==> src/rtl/core/b64crc_pkg.sv <==
package b64crc_pkg;

  localparam int QueueDepthDefault = 2;

  localparam logic [15:0] CRC_POLY     = 16'h1021;
  localparam logic [7:0]  DELIM_BYTE   = 8'h2A;  // '*'
  localparam logic [7:0]  NEWLINE_BYTE = 8'h0A;
  localparam logic [7:0]  PAD_BYTE     = 8'h3D;  // '='

  // Group character counts carried in a job.
  localparam logic [2:0] NCH_NONE = 3'd0;
  localparam logic [2:0] NCH_TWO  = 3'd2;
  localparam logic [2:0] NCH_THREE = 3'd3;
  localparam logic [2:0] NCH_FOUR = 3'd4;

  typedef struct packed {
    logic [7:0] payload_byte;
    logic       frame_last;
  } in_t;

  typedef struct packed {
    logic [7:0] out_byte;
    logic       run_last;
    logic       frame_done;
  } out_t;

  // Work for the back end produced by one input byte.
  typedef struct packed {
    logic        start;   // emit the opening delimiter
    logic [23:0] grp;     // base64 group, first char in the top six bits
    logic [2:0]  nchars;  // real chars in the group, NCH_NONE for no group
    logic        close;   // emit stop, CRC and newline
  } job_t;

  function automatic logic [15:0] crc16_byte(input logic [15:0] c, input logic [7:0] b);
    logic [15:0] v;
    v = c ^ {b, 8'h00};
    for (int i = 0; i < 8; i++) begin
      v = v[15] ? ({v[14:0], 1'b0} ^ CRC_POLY) : {v[14:0], 1'b0};
    end
    return v;
  endfunction

  function automatic logic [7:0] b64_char(input logic [5:0] v);
    logic [7:0] e;
    e = {2'b00, v};
    if (v < 6'd26) begin
      return 8'(e + 8'd65);
    end else if (v < 6'd52) begin
      return 8'(e + 8'd71);
    end else if (v < 6'd62) begin
      return 8'(e + 8'd252);
    end else if (v == 6'd62) begin
      return 8'h2B;
    end else begin
      return 8'h2F;
    end
  endfunction

endpackage

==> src/rtl/core/b64crc_front.sv <==
module b64crc_front (
  input  logic              clk,
  input  logic              rst,
  input  logic              byte_valid,
  input  logic              full,
  input  b64crc_pkg::in_t   byte_data,
  output logic              push,
  output b64crc_pkg::job_t  job
);
  import b64crc_pkg::*;

  logic [15:0] pend;
  logic [1:0]  cnt;
  logic        in_frame;

  logic [15:0] pend_next;
  logic [1:0]  cnt_next;
  logic        accept;

  assign accept = byte_valid && !full;

  always_comb begin
    job.start  = !in_frame;
    job.grp    = 24'h0;
    job.nchars = NCH_NONE;
    job.close  = byte_data.frame_last;
    if (cnt >= 2'd2) begin
      job.grp    = {pend, byte_data.payload_byte};
      job.nchars = NCH_FOUR;
      pend_next  = 16'h0;
      cnt_next   = 2'd0;
    end else begin
      pend_next  = {pend[7:0], byte_data.payload_byte};
      cnt_next   = 2'(cnt + 2'd1);
    end
    if (byte_data.frame_last) begin
      // flush a partial group, rest padded
      if (cnt_next == 2'd1) begin
        job.grp    = {pend_next[7:0], 16'h0};
        job.nchars = NCH_TWO;
      end else if (cnt_next == 2'd2) begin
        job.grp    = {pend_next, 8'h00};
        job.nchars = NCH_THREE;
      end
      pend_next = 16'h0;
      cnt_next  = 2'd0;
    end
  end

  // middle bytes that only fill the buffer make no job
  assign push = accept && (job.start || (job.nchars != NCH_NONE) || job.close);

  always_ff @(posedge clk) begin
    if (rst) begin
      pend     <= 16'h0;
      cnt      <= 2'd0;
      in_frame <= 1'b0;
    end else if (accept) begin
      pend     <= pend_next;
      cnt      <= cnt_next;
      in_frame <= !byte_data.frame_last;
    end
  end

endmodule

==> src/rtl/core/b64crc_queue.sv <==
module b64crc_queue #(
  parameter int DEPTH = b64crc_pkg::QueueDepthDefault
) (
  input  logic              clk,
  input  logic              rst,
  input  logic              push,
  input  b64crc_pkg::job_t  wr_job,
  input  logic              pop,
  output logic              full,
  output logic              empty,
  output b64crc_pkg::job_t  head
);
  import b64crc_pkg::*;

  localparam int AW = (DEPTH > 1) ? $clog2(DEPTH) : 1;
  localparam int CW = $clog2(DEPTH + 1);

  job_t          mem [DEPTH];
  logic [AW-1:0] wr_ptr;
  logic [AW-1:0] rd_ptr;
  logic [CW-1:0] count;

  assign full  = (count == CW'(DEPTH));
  assign empty = (count == '0);
  assign head  = mem[rd_ptr];

  always_ff @(posedge clk) begin
    if (push) begin
      mem[wr_ptr] <= wr_job;
    end
  end

  always_ff @(posedge clk) begin
    if (rst) begin
      wr_ptr <= '0;
      rd_ptr <= '0;
      count  <= '0;
    end else begin
      if (push) begin
        wr_ptr <= (wr_ptr == AW'(DEPTH - 1)) ? '0 : AW'(wr_ptr + 1'b1);
      end
      if (pop) begin
        rd_ptr <= (rd_ptr == AW'(DEPTH - 1)) ? '0 : AW'(rd_ptr + 1'b1);
      end
      if (push && !pop) begin
        count <= CW'(count + 1'b1);
      end else if (pop && !push) begin
        count <= CW'(count - 1'b1);
      end
    end
  end

endmodule

==> src/rtl/core/b64crc_back.sv <==
module b64crc_back (
  input  logic              clk,
  input  logic              rst,
  input  logic              empty,
  input  b64crc_pkg::job_t  head,
  output logic              pop,
  output logic              char_valid,
  input  logic              char_stall,
  output b64crc_pkg::out_t  char_data
);
  import b64crc_pkg::*;

  localparam logic [3:0] ST_START = 4'd0;
  localparam logic [3:0] ST_CH0   = 4'd1;
  localparam logic [3:0] ST_CH1   = 4'd2;
  localparam logic [3:0] ST_CH2   = 4'd3;
  localparam logic [3:0] ST_CH3   = 4'd4;
  localparam logic [3:0] ST_STOP  = 4'd5;
  localparam logic [3:0] ST_CRCH  = 4'd6;
  localparam logic [3:0] ST_CRCL  = 4'd7;
  localparam logic [3:0] ST_NL    = 4'd8;

  logic [3:0]  step;
  logic        mid;     // partway through the head job
  logic [15:0] crc;

  logic [3:0]  first_step;
  logic [3:0]  cur_step;
  logic [3:0]  step_next;
  logic        has_grp;
  logic        is_final;
  logic        advance;
  logic [7:0]  cur_byte;
  logic [1:0]  ch_idx;
  logic [5:0]  sextet;
  logic [15:0] crc_in;

  assign has_grp  = (head.nchars != NCH_NONE);
  assign first_step = head.start ? ST_START : (has_grp ? ST_CH0 : ST_STOP);
  assign cur_step = mid ? step : first_step;
  assign advance  = !empty && (!char_valid || !char_stall);
  assign pop      = advance && is_final;
  assign ch_idx   = 2'(cur_step - ST_CH0);
  assign crc_in   = (cur_step == ST_START) ? 16'h0 : crc;

  always_comb begin
    case (ch_idx)
      2'd0:    sextet = head.grp[23:18];
      2'd1:    sextet = head.grp[17:12];
      2'd2:    sextet = head.grp[11:6];
      default: sextet = head.grp[5:0];
    endcase
  end

  always_comb begin
    is_final  = 1'b0;
    step_next = 4'(cur_step + 4'd1);
    case (cur_step)
      ST_START: begin
        is_final  = !has_grp && !head.close;
        step_next = has_grp ? ST_CH0 : ST_STOP;
      end
      ST_CH3:   is_final = !head.close;
      ST_NL:    is_final = 1'b1;
      default:  is_final = 1'b0;
    endcase
  end

  always_comb begin
    case (cur_step)
      ST_START, ST_STOP: cur_byte = DELIM_BYTE;
      ST_CH0, ST_CH1, ST_CH2, ST_CH3:
        cur_byte = ({1'b0, ch_idx} < head.nchars) ? b64_char(sextet) : PAD_BYTE;
      ST_CRCH:  cur_byte = crc[15:8];
      ST_CRCL:  cur_byte = crc[7:0];
      default:  cur_byte = NEWLINE_BYTE;
    endcase
  end

  always_ff @(posedge clk) begin
    if (rst) begin
      mid        <= 1'b0;
      step       <= ST_START;
      char_valid <= 1'b0;
    end else begin
      if (advance) begin
        mid  <= !is_final;
        step <= step_next;
      end
      if (!char_valid || !char_stall) begin
        char_valid <= !empty;
      end
    end
  end

  always_ff @(posedge clk) begin
    if (advance) begin
      char_data.out_byte   <= cur_byte;
      char_data.run_last   <= is_final;
      char_data.frame_done <= (cur_step == ST_NL);
      if (cur_step inside {[ST_START:ST_STOP]}) begin
        crc <= crc16_byte(crc_in, cur_byte);
      end
    end
  end

  a_done_ends_run: assert property (@(posedge clk) disable iff (rst)
    char_valid && char_data.frame_done |-> char_data.run_last)
    else $error("frame_done without run_last");

  a_mid_has_job: assert property (@(posedge clk) disable iff (rst)
    mid |-> !empty)
    else $error("job in progress but queue empty");

  a_step_range: assert property (@(posedge clk) disable iff (rst)
    mid |-> (step <= ST_NL && step != ST_START))
    else $error("step register out of range");

  a_pop_on_advance: assert property (@(posedge clk) disable iff (rst)
    pop |=> char_valid && char_data.run_last)
    else $error("job retired without closing transfer");

endmodule

==> src/rtl/core/base64_crc_frame_encoder_unit.sv <==
// Channel | Dir | Payload              | Handshake
// byte    | in  | payload_byte, last   | byte_valid / byte_stall
// char    | out | out_byte, run/done   | char_valid / char_stall
//
// The back end sends one byte per cycle while jobs are queued and char_stall is
// low; an input byte yields n transfers (0 to 9), so a frame of N payload bytes
// gives 4*ceil(N/3) + 5 bytes at the output. Input is taken in consecutive cycles
// until the job queue (QUEUE_DEPTH entries) fills.
// Reset is synchronous, no clearing pass.
// char_stall holds the output register and, through the queue, byte_stall.
module base64_crc_frame_encoder_unit #(
  parameter int QUEUE_DEPTH = b64crc_pkg::QueueDepthDefault
) (
  input  logic              clk,
  input  logic              rst,
  input  logic              byte_valid,
  output logic              byte_stall,
  input  b64crc_pkg::in_t   byte_data,
  output logic              char_valid,
  input  logic              char_stall,
  output b64crc_pkg::out_t  char_data
);
  import b64crc_pkg::*;

  logic push;
  logic pop;
  logic full;
  logic empty;
  job_t wr_job;
  job_t head;

  // stall tracks queue occupancy only
  assign byte_stall = full;

  // front: buffers bytes into groups, decides what each byte emits
  b64crc_front u_front (
    .clk        (clk),
    .rst        (rst),
    .byte_valid (byte_valid),
    .full       (full),
    .byte_data  (byte_data),
    .push       (push),
    .job        (wr_job)
  );

  b64crc_queue #(
    .DEPTH (QUEUE_DEPTH)
  ) u_queue (
    .clk    (clk),
    .rst    (rst),
    .push   (push),
    .wr_job (wr_job),
    .pop    (pop),
    .full   (full),
    .empty  (empty),
    .head   (head)
  );

  // back: steps through each job, one byte per cycle unless stalled, with a CRC update for delimiters and chars
  b64crc_back u_back (
    .clk        (clk),
    .rst        (rst),
    .empty      (empty),
    .head       (head),
    .pop        (pop),
    .char_valid (char_valid),
    .char_stall (char_stall),
    .char_data  (char_data)
  );

endmodule
==> config.mk <==
export PLATFORM = sky130hd
export DESIGN_NAME = base64_crc_frame_encoder_unit
export DESIGN_NICKNAME = d
export VERILOG_FILES = /design/src/rtl/core/b64crc_pkg.sv /design/src/rtl/core/b64crc_front.sv /design/src/rtl/core/b64crc_queue.sv /design/src/rtl/core/b64crc_back.sv /design/src/rtl/core/base64_crc_frame_encoder_unit.sv
export SDC_FILE = /design/constraint.sdc
export NUM_CORES = 1
export LEC_CHECK = 0
export BUFFER_PORTS_ARGS = -buffer_cell sky130_fd_sc_hd__buf_4
export CAP_MARGIN = 20
export CELL_PAD_IN_SITES_DETAIL_PLACEMENT = 0
export CELL_PAD_IN_SITES_GLOBAL_PLACEMENT = 1
export CORE_UTILIZATION = 35
export CTS_CLUSTER_SIZE = 24
export DETAILED_ROUTE_END_ITERATION = 12
export PLACE_DENSITY = 0.66
export SYNTH_ARGS = -nofsm -noshare
export SYNTH_HDL_FRONTEND = slang
export SYNTH_SLANG_ARGS = --single-unit
==> constraint.sdc <==
create_clock -name clk -period 11.1 [get_ports clk]
set_input_delay 1.665 -clock clk [delete_from_list [all_inputs] [get_ports clk]]
set_output_delay 1.665 -clock clk [all_outputs]
set_load 0.01 [all_outputs]
**Yosys cells after proc, flatten, opt, wreduce, memory -nomap -nowiden**

Memories as Yosys holds them, arrays and structs flattened. A register that Yosys moved wholly into a read port is not among the register bits.
Index checks and enable logic that the tools add are counted.

- Bits in registers: 55
- Bits in writable memories: 58
- Input port bits: 13
- Output and inout port bits: 12
- Logic and storage cells: 123
- Memories: 1

- Add/subtract/negate cells: 10
- $lt $le $gt $ge: 7
- Eq/ne operators: 14
- Multiplexer cells: 37
- Bitwise gates (word level): 9
- Reductions and logical operators: 31

Memories:

| name | depth | width | read ports | clocked after memory_dff | wr ports | line | RTL |
|---|---|---|---|---|---|---|---|
| u_queue.mem | 2 | 29 | 1 | 1 | 1 | b64crc_queue.sv:18 | `job_t mem [DEPTH];` |

Operator list:

| kind | number |
|---|---|
| $mux 27 | 4 |
| $mux 13 | 8 |
| $mux 16 | 3 |
| $mux 8 | 4 |
| $pmux 8 s4 | 1 |
| $not 3->3 | 8 |
| $pmux 6 s3 | 1 |
| $add 6x7->8 const B | 2 |
| $eq 4x3->1 const B | 4 |
| $xor 16x16->16 | 1 |
| $lt 6x6->1 const B | 2 |
| $logic_not 1->1 | 11 |
| $mux 3 | 3 |
| $add 7x3->8 const B | 1 |
| $eq 4x2->1 const B | 2 |
| $logic_and 1x1->1 | 8 |
| $mux 2 | 4 |
| $mux 4 | 2 |
| $eq 2x2->1 const B | 3 |
| $eq 6x6->1 const B | 1 |
| $lt 6x5->1 const B | 1 |
| $mux 1 | 6 |
| $reduce_bool 3->1 | 2 |
| $add 2x1->2 const B | 2 |
| other kinds (18) | 24 |

**Depth between registers and ports, before layout**

- Word-level depth: 31
- Mapped depth: 20
- Gate-level depth less buffers: 17

**Cells and area by module**

A second synthesis with hierarchy kept.

- Cells, all modules: 475
- Area, all modules: 5805.6 µm²

Modules (own cells, without submodules):

| module | times used | cells each | area each (µm²) | sequential area each (µm²) |
|---|---|---|---|---|
| b64crc_back | 1 | 264 | 2555.0 | 900.9 |
| b64crc_queue | 1 | 112 | 2297.2 | 1841.8 |
| b64crc_front | 1 | 99 | 953.4 | 380.4 |

**Worst setup path before layout**

Ideal clock, no wire load.

- Kind: register to register
- Start point: reg (tool-made name)
- End point: reg u_back.crc[7] (data pin)
- Library setup time: 0.258 ns
- Arrival: 4.364 ns
- Data required time: 10.842 ns
- Slack: 6.478 ns
- Stages on the path, launching flop included: 19
- Path buffers: 3
- Period minus slack after synthesis: 4.622 ns
- Cells stage by stage: dfxtp_1 > mux2_4 > o21ai_0 > inv_1 > ha_1 > clkbuf_1 > clkbuf_1 > a221oi_1 > a21oi_1 > o31ai_2 > ha_1 > nand2b_1 > a311o_1 > o21a_1 > nand2_1 > mux2_1 > or3_1 > buf_2 > xnor2_1

RTL lines:

| item | line | RTL |
|---|---|---|
| end signal: assignment | b64crc_back.sv:102 | `crc <= crc16_byte(crc_in, cur_byte);` |
| end: declaration | b64crc_back.sv:25 | `logic [15:0] crc;` |

==> results.json <==
{
  "final.setup.tns_ns": 0,
  "crit_type": "flop to flop",
  "drc": 0,
  "hold_class": "flop to flop",
  "grt_pass1_wl_mm": 21.85,
  "grt_antenna_before_repair": 0,
  "cts_tree": "built",
  "grt-ovfl-total": 0,
  "io_pins": 25,
  "cts_buffer_depth": 2,
  "hp-start": "u_front.pend[14]",
  "min_period_over_period_pct": 50.16,
  "ctsHoldBuffers": 0,
  "synth_edf_count": 84,
  "path_max_fanout": 31,
  "start_util_pct": 36.02,
  "total_leakage_power_nw": 2.386,
  "fin_nets": 576,
  "hold_viol": 0,
  "track_usage_pct": 15.97,
  "row_count": 47,
  "syn_area_sq_mm": 0.005994,
  "max_cap_viol_count": 0,
  "num_vias": 4192,
  "reg2reg_depth": 17,
  "layout-drive-gt1-share_pct": 15.90,
  "setup_violations": 0,
  "gp_congestion": 0.7969,
  "cp-end-kind": "flop",
  "ys_ff_latch": 114,
  "status": "completed",
  "layout.cells.most_common_list": "edfxtp_1, nand2_1, a21oi_1",
  "synth_nets": 560,
  "n_antenna_cell": 0,
  "async_flop_share_pct": 0,
  "fin_util_pct": 41.62,
  "worst_pin_slew_ns": 1.046,
  "post_cts_resized": 0,
  "hold_depth": 2,
  "drt-initial-drc-count": 212,
  "r2r_setup_slack_ns": 5.53,
  "cts_root_buf": "clkbuf_16",
  "insertion_delay_ns": 0.42,
  "die_height_um": 132.9,
  "first_global_vias": 4006,
  "post_cts.repair.setup_buffers": 0,
  "yosysTopAreaCellShare_pct": 42.08,
  "min_period_ns": 5.568,
  "peakVddDrop_mv": 0.1358,
  "numCtsBuffers": 17,
  "place_ws_ns": 5.528,
  "via_per_inst": 5.333,
  "avgSynthCellArea_sq_um": 11.16,
  "area_growth_syn_to_layout_pct": 15.55,
  "fp.dieW_um": 132.9,
  "drt-wirelength-per-cell_um": 16.63,
  "nFillCells": 1606,
  "synth_cell_types": 77,
  "layout_commonest_cell": "edfxtp_1",
  "worst_slack_ns": 5.532,
  "synthFlopType": "edfxtp_1",
  "maxSlewViolCount": 0,
  "cp.arrival_ns": 5.73,
  "holdWs_ns": 0.4491,
  "htreeDepth": 4,
  "hold_end": "u_front.pend[14]",
  "slew_headroom_pct": 30.02,
  "die-area_sq_mm": 0.01765,
  "dp_hpwl_mm": 9.335,
  "portBuffers": 24,
  "fmax_mhz": 179.6,
  "rsz0062_at_grt": "false",
  "yosys-top-cells-area": "edfxtp_1, dfxtp_1, mux2i_1",
  "r2r_end": "u_back.crc[12]",
  "drt_wl_total_mm": 13.07,
  "crit_required_ns": 11.26,
  "path_clk_slew_ns": 0.06,
  "ys_seq_area_share_pct": 52.10,
  "core_sq_mm": 0.01664,
  "fin_skew_ns": 0.01221,
  "yosysWarnings": 0,
  "pwr_density_cell_mw_per_mm2": 332.7,
  "grt_max_degree": 33,
  "cts.sinks": 114,
  "drtAntennaViolNets": 0,
  "start_kind": "flop",
  "yosysTopAreaCell": "edfxtp_1",
  "netlist_instances": 537,
  "first_pass_iters": 7
}
==> flip-flops by register name, summed over array words and instances (netlist names), named ones only <==
register and flops:
u_back.char_valid 1, u_queue.mem 58, u_queue.count 2, u_front.pend 16
u_front.cnt 2, u_back.mid 1, u_front.in_frame 1, u_queue.rd_ptr 1
u_back.crc 16, u_back.step 4, u_back.char_data 10, u_queue.wr_ptr 1
==> critical path: stages (launching register included) <==
cell,delay (ns)
dfxtp_1,0.31
buf_4,0.39
mux2_4,0.39
o21ai_0,0.44
inv_1,0.16
ha_1,0.50
a221oi_1,0.37
a21oi_1,0.09
o31ai_2,0.60
ha_1,0.30
nand2b_1,0.26
nor4_1,0.09
a211oi_1,0.27
a311oi_1,0.09
a2111oi_2,0.44
a2bb2oi_4,0.28
xor2_2,0.23
xnor2_1,0.10
==> power breakdown <==
| part | switching [mW] | internal, mW | total (mW) |
|---|---|---|---|
| Clock | 0.202 | 0.331 | 0.533 |
| Combinational | 0.607 | 0.433 | 1.04 |
| Sequential | 0.0821 | 0.649 | 0.731 |
==> area by class of cell <==
cell class | count | area, sq um | share of cell area, %
Timing Repair Buffer | 27 | 202.7 | 2.926
Tap cell | 220 | 275.3 | 3.974
Clock inverter | 15 | 155.1 | 2.240
Inverter | 14 | 57.56 | 0.8309
Clock buffer | 17 | 425.4 | 6.142
Sequential cell | 114 | 3123 | 45.09
Multi-Input combinational cell | 379 | 2688 | 38.80
==> kinds of logic after synthesis <==
family                     Yosys count  synth area share (%)
adders and majority gates           10                 2.087
DFF                                114                 52.10
AOI/OAI and AO/OA                  147                 18.41
and+or+nand+nor                    153                 11.96
xor gates and xnor gates            32                 5.427
muxes                               37                 6.784
buffers and inverters               44                 3.235
==> per-stage QoR <==
step | cell area [sq um] | power, mW | std cells
after floorplan | 5995 | 1.547 | 537
after global placement | 6346 | 1.768 | 754
after global routing | 6927 | 2.459 | 786
final | 6927 | 2.305 | 786
after CTS | 6927 | 2.323 | 786
after detailed placement | 6346 | 1.783 | 754
==> worst max-delay path by stage <==
| stage | to | slack (ns) | cells past startpoint |
|---|---|---|---|
| 2_1_floorplan | u_back.crc[7] | 6.48 | 18 |
| 3_3_place_gp | u_back.crc[12] | 5.75 | 17 |
| 3_5_place_dp | u_back.crc[12] | 5.53 | 17 |
| 4_1_cts | u_back.crc[12] | 5.53 | 17 |
| 5_1_grt | u_back.crc[12] | 5.09 | 17 |
| 6_report | u_back.crc[12] | 5.53 | 17 |
==> synthesized netlist by cell type (4+ instances only) <==
master	number
a211oi_1	7
a21oi_1	38
a221o_1	4
a221oi_1	5
a22o_1	10
a22oi_1	8
and2_1	13
and3_1	4
clkbuf_1	25
dfxtp_1	30
edfxtp_1	84
ha_1	10
inv_1	12
mux2_2	7
mux2i_1	25
nand2_1	62
nand3_1	19
nor2_1	29
nor3_1	6
o211ai_1	6
o21ai_0	18
o22ai_1	5
o31ai_1	5
xnor2_1	16
xor2_1	13
==> routing by layer <==
layer  wire (um)  track usage, %  up-vias  part of all wire, %
met5           0               0        -                    0
met4          99           4.023        0                 0.76
met3         508           4.176       11                  3.9
met2        6193           25.48       99                   47
met1        6266           21.48     2013                   48
li1            -               -     2069                    -
No activity file was read; power rests on OpenSTA's default activity.
